File: src/hdl/rsa_pkg.sv
// Shared constants and command/status types for the rational sum accumulator.
// No dependencies.
`timescale 1ns / 1ps
package rsa_pkg;
    localparam int IN_WIDTH_DEF  = 32;
    localparam int SUM_WIDTH_DEF = 64;
    localparam int OUT_WIDTH     = 63;

    typedef enum logic [2:0] {
        CMD_NONE,
        CMD_LOAD,
        CMD_MUL,
        CMD_COMBINE,
        CMD_GCD_STEP,
        CMD_DIV_START,
        CMD_DIV_STEP,
        CMD_COMMIT
    } cmd_op_t;

    typedef struct packed {
        cmd_op_t op;
        logic    last;
    } rsa_cmd_t;

    typedef struct packed {
        logic mul_done;
        logic gcd_done;
        logic div_done;
        logic bad_den;
    } rsa_status_t;
endpackage

File: src/hdl/rsa_ctrl.sv
// Controller state machine: sequences the datapath and runs the handshakes.
// Depends on rsa_pkg.
`timescale 1ns / 1ps
module rsa_ctrl
    import rsa_pkg::*;
(
    input  logic        clk,
    input  logic        rst_n,
    input  logic        in_valid,
    output logic        in_stall,
    output logic        out_valid,
    input  logic        out_stall,
    input  logic        last,
    output logic        final_res,
    input  rsa_status_t status,
    output rsa_cmd_t    cmd
);
    typedef enum logic [2:0] {
        S_IDLE, S_MUL, S_COMB, S_GCD, S_DIVN, S_COMMIT, S_SPLIT
    } state_t;

    state_t state_reg;
    logic   last_reg;
    logic   out_valid_reg;
    logic   start;

    assign in_stall  = (state_reg != S_IDLE) || (out_valid_reg && out_stall);
    assign start     = in_valid && !in_stall;
    assign out_valid = out_valid_reg;
    assign final_res = last_reg;

    always_comb
    begin
        cmd.last = last_reg;
        case (state_reg)
            S_IDLE:   cmd.op = start ? CMD_LOAD : CMD_NONE;
            S_MUL:    cmd.op = status.mul_done ? CMD_NONE : CMD_MUL;
            S_COMB:   cmd.op = CMD_COMBINE;
            S_GCD:    cmd.op = status.gcd_done ? CMD_DIV_START : CMD_GCD_STEP;
            S_DIVN:   cmd.op = status.div_done ? CMD_NONE : CMD_DIV_STEP;
            S_COMMIT: cmd.op = CMD_COMMIT;
            S_SPLIT:  cmd.op = status.div_done ? CMD_NONE : CMD_DIV_STEP;
            default:  cmd.op = CMD_NONE;
        endcase
    end

    always_ff @(posedge clk or negedge rst_n)
    begin
        if (!rst_n) begin
            state_reg     <= S_IDLE;
            last_reg      <= 1'b0;
            out_valid_reg <= 1'b0;
        end else begin
            if (out_valid_reg && !out_stall) out_valid_reg <= 1'b0;
            case (state_reg)
                S_IDLE: if (start) begin
                    last_reg  <= last;
                    state_reg <= S_MUL;
                end
                S_MUL:    if (status.mul_done) state_reg <= S_COMB;
                S_COMB:   state_reg <= status.bad_den ? S_COMMIT : S_GCD;
                S_GCD:    if (status.gcd_done) state_reg <= S_DIVN;
                S_DIVN:   if (status.div_done) state_reg <= S_COMMIT;
                S_COMMIT: state_reg <= S_SPLIT;
                S_SPLIT:  if (status.div_done) begin
                    out_valid_reg <= 1'b1;
                    state_reg     <= S_IDLE;
                end
                default:  state_reg <= S_IDLE;
            endcase
        end
    end
endmodule

File: config.mk
export PLATFORM = sky130hd
export DESIGN_NAME = rsa_ctrl
export DESIGN_NICKNAME = d
export VERILOG_FILES = /design/src/hdl/rsa_pkg.sv /design/src/hdl/rsa_ctrl.sv
export SDC_FILE = /design/constraint.sdc
export NUM_CORES = 1
export LEC_CHECK = 0
export BUFFER_PORTS_ARGS = -buffer_cell sky130_fd_sc_hd__buf_4
export CORE_AREA = 2 2 39 41
export CTS_BUF_LIST = sky130_fd_sc_hd__clkbuf_8 sky130_fd_sc_hd__clkbuf_16
export CTS_CLUSTER_SIZE = 14
export DETAILED_ROUTE_END_ITERATION = 6
export DIE_AREA = 0 0 41 43
export GPL_ROUTABILITY_DRIVEN = 0
export MAX_ROUTING_LAYER = met4
export RECOVER_POWER = 50
export SYNTH_ARGS = -nofsm -noshare
export SYNTH_HDL_FRONTEND = slang
export SYNTH_SLANG_ARGS = --single-unit
File: constraint.sdc
create_clock -name clk -period 1.25 [get_ports clk]
set_clock_uncertainty 0.1 [all_clocks]
set_input_delay 0.125 -clock clk [delete_from_list [all_inputs] [get_ports clk]]
set_output_delay 0.125 -clock clk [all_outputs]
set_load 0.05 [all_outputs]
; ---- Word-level counts from Yosys, hierarchy flattened
; Index checks and enable logic that the tools add are counted.
; Widths: inputs -> output; s select.
[op_classes]
eq_ne = 11
n_mux = 15
n_reduce_logical = 11
[op_table]
columns = op, count
row1 = $mux 3, 7
row2 = $pmux 3 s7, 1
row3 = $pmux 3 s6, 1
row4 = $ne 2x2->1 const B, 5
row5 = $eq 3x3->1 const B, 3
row6 = $eq 3x2->1 const B, 2
row7 = $mux 1, 5
row8 = $reduce_and 5->1, 1
row9 = $eq 3x1->1 const B, 1
row10 = $logic_and 1x1->1, 3
row11 = $logic_not 3->1, 1
row12 = $reduce_bool 3->1, 1
row13 = $logic_not 1->1, 2
row14 = $mux 2, 1
row15 = $reduce_and 2->1, 1
row16 = $reduce_or 2->1, 1
row17 = $logic_or 1x1->1, 1
[totals]
register_bits = 5
input_bits = 9
output_inout_bits = 7
elab_cells = 40

; ---- Depth between registers and ports, before layout
[depth]
ltp_word = 6
depth_mapped = 4

; ---- Worst setup path before layout
; OpenSTA, ideal clock, no wires.
[synth_timing]
kind = register -> output
start = register state_reg[2]
end = output port cmd[2] in the netlist's numbering
arrival_ns = 1.874
t_required_ns = 1.025
setup_slack_ns = -0.849
stages_incl_launch_ff = 4
path_buffers = 1
cell_sequence = dfrtp_1 > buf_2 > nor2_1 > a221oi_1
[synth_rtl]
columns = element, line
row1 = from (decl), rsa_ctrl.sv:22  ; state_t state_reg;
row2 = from (signal assigned), rsa_ctrl.sv:61  ; S_COMB: state_reg <= status.bad_den ? S_COMMIT : S_GCD;
row3 = to (decl), rsa_ctrl.sv:16  ; output rsa_cmd_t cmd

==> impl_metrics.csv <==
group,metric,value,unit
timing,min_period,1.60,ns
logic_synthesis,syn_area,368,um^2
drt,wl_per_cell,14.3,um
finish,layout_common_cells,"buf_4 (26), buf_6 (9), nand2_1 (4), dfrtp_2 (4)",
cts,cts_buffer_depth,2,
die,row_count,14,
logic_synthesis,synth-compound-area-share,24.8,%
die,die_h,43,um
setup_path,cpMostUsedCell,"buf_6",
place,portBuffers,15,
global_route,overflow,0,
die,initial_core_util,26.6,%
global_route,antenna_found_initial,0,
die,coreArea,0.00138,mm^2
finish,finalNonFillerCells,96,
drt,routed_via_density,5.03,
drt,drt_iter0_markers,7,
setup_path,worstPathCellList,"buf_6 -> and3b_2 -> a221oi_4 -> buf_6",
cts,htree_levels,1,
global_route,gr-usage-all-layers,20.7,%
timing,drv_slew,0,
global_route,grt_util_met3,7.33,%
timing,setup_ws,-0.349,ns
setup_path,cpMaxStageDelayCell,"dfrtp_2",
logic_synthesis,ys_ff_latch,5,
finish,largest_reg_flops,3,
cts,cts_num_sinks,5,
global_route,grt_start_max_net_pins,7,
finish,drive_above_1_share,71.3,%
finish,diodes,0,
logic_synthesis,ys_seq_area_share,34.0,%
logic_synthesis,synth_area_per_cell,8.55,um^2
pwr,p_clk_share,11.2,%
logic_synthesis,synth_fa_ha_area_share,0,%
timing,relSlewSlack,80.7,%
logic_synthesis,synth_warnings,0,
cts,cts_made_buffers,3,
setup_path,path_max_fanout,5,
pwr,static-leakage-power,0.383,nW
finish,final_area,796,um^2
place,dp_cells,79,
finish,layout_commonest_cell,"buf_4",
setup_path,critPathCaptureType,"output pin",
setup_path,cp-start-kind,"register",
setup_path,crit_type,"register to output pin",
global_route,top_usage_layer,"met2",
logic_synthesis,synth_top_family_by_area,"simple AND/OR/NAND/NOR gates",
logic_synthesis,synth-simple-area-share,25.2,%
cts,cts_tree,"done",
pwr,total_power,2.68,mW
timing,finalHoldViolCount,0,
cts,path_clk_slew,0.04,ns
global_route,grt_pass1_wl,2.33,mm
setup_path,required,1.02,ns
timing,rsz0062_at_grt,"true",
pwr,pwr-share-comb,75.0,%
place,placed_cell_area,567,um^2
min_path,hold_path_class,"primary input to register",
job,maxCapViolCount,0,
drt,routed_wl,1.38,mm
run_status,status,"finished with violations",
pwr,peakVddDrop,0.00109,V
timing,tns,-2.35,ns
timing,max_freq,0.625,GHz
setup_path,max_stage_delay,0.40,ns
cts,clockRootBuffer,"clkbuf_8",
drt,vias,483,
drt,ant_nets,0,
drt,drcViolationCount,0,
global_route,grtUsageMet2,35.3,%
place,dp_hpwl,770,um
timing,fin_crit_sh,128,%
drt,drt_first_pass_iters,2,
finish,final_nets,90,
pwr,pwr-share-seq,13.8,%
pwr,switching_share,47.6,%
run_status,violations,"negative setup slack",
global_route,first_global_vias,548,
pwr,p_per_area,3370,mW/mm^2
min_path,min_from,"last",
cts,insertion_delay,0.23,ns
timing,whs,0.0149,ns
timing,worst_slew_pin_slew,0.286,ns
global_route,use_met1,18.5,%
pwr,switchingPower,1.28,mW
logic_synthesis,synth.mux.area_fraction,6.12,%
logic_synthesis,synth_nets,52,
setup_path,arrival,1.37,ns
timing,setup_viol,9,
logic_synthesis,synthXorXnorAreaFrac,0,%
setup_path,ff2ff_setup_slack,-0.32,ns
die,die_area,0.00176,mm^2
finish,syn_to_final_growth,116,%
die,ios,16,
setup_path,crit_path_start,"state_reg[0]",
die,die_x,41,um
setup_path,r2r-start,"state_reg[0]",
logic_synthesis,yosysUniqueCellTypes,26,
finish,nFillCells,122,
logic_synthesis,syn_inst,43,
pwr,intPower,1.40,mW
area by class of cell:
class | count | area, um^2 | area share [%]
Inverter | 2 | 7.51 | 0.943
Clock buffer | 3 | 41.3 | 5.19
Clock inverter | 1 | 3.75 | 0.472
Tap cell | 16 | 20.0 | 2.52
Timing Repair Buffer | 37 | 310 | 39.0
Sequential cell | 5 | 130 | 16.4
Multi-Input combinational cell | 32 | 283 | 35.5
through the flow:
stage                     setup slack, ns  utilization (%)
after floorplan                    -0.375                -
after global placement             -0.180             41.0
after detailed placement           -0.186             41.0
after CTS                          -0.321             55.8
after global routing               -0.407             57.5
final                              -0.349             57.5
cells by family after synthesis:
family / count (synthesis)
buf+inv: 6
simple gates: 18
compound gates: 12
flops: 5
mux: 2
cell usage after synthesis (all sizes together):
library cell,count,area share (%)
o31ai,1,2.0
nor4,1,1.7
nor2b,1,1.7
o21ai,4,5.4
a221oi,2,4.8
a21o,1,2.0
o211ai,1,2.0
a21bo,1,2.7
a2111o,1,3.1
inv,2,2.0
nor2,3,3.1
a221o,1,2.7
mux2,2,6.1
dfrtp,5,34
nand3,1,1.4
buf,4,7.8
nor3,3,5.4
nand2b,2,3.4
nand2,6,6.1
and3b,1,2.4
per-layer routing:
metal  vias to the layer above  routed length [um]
li1                        229                   -
met4                         0                   9
met2                        17                 811
met5                         -                   0
met1                       235                 481
met3                         2                  72
power by group through the flow:
stage | logic [mW] | clock network, mW | registers [mW]
floorplan | 1.01 | 0 | 0.379
global placement | 1.47 | 0 | 0.343
detailed placement | 1.48 | 0 | 0.341
CTS | 1.92 | 0.305 | 0.356
global route | 2.14 | 0.318 | 0.385
finish | 2.01 | 0.300 | 0.370
worst max-delay path: cells and delay by family (launching register included):
family,cells,cell delay (ns)
flops,1,0.40
buf+inv,2,0.31
simple gates,1,0.23
compound gates,1,0.20
path summary, 6_finish.rpt:
kind	end	cells after the start
min reg2reg	out_valid	2
min	final_res	2
max	cmd[2]	4
max reg2reg	state_reg[0]	5
min in group asynchronous	final_res	2
max in group asynchronous	state_reg[2]	2
what timing repair did:
item | 4_1_cts | 5_1_grt
buffers inserted | 10 | 2
resized for setup | 21 | 4
hold buffers | 1 | 0
hold endpoints to repair | 5 | 0
pin swaps | 7 | 2
setup endpoints to repair | 8 | 9
(Power assumes the default switching activity.)
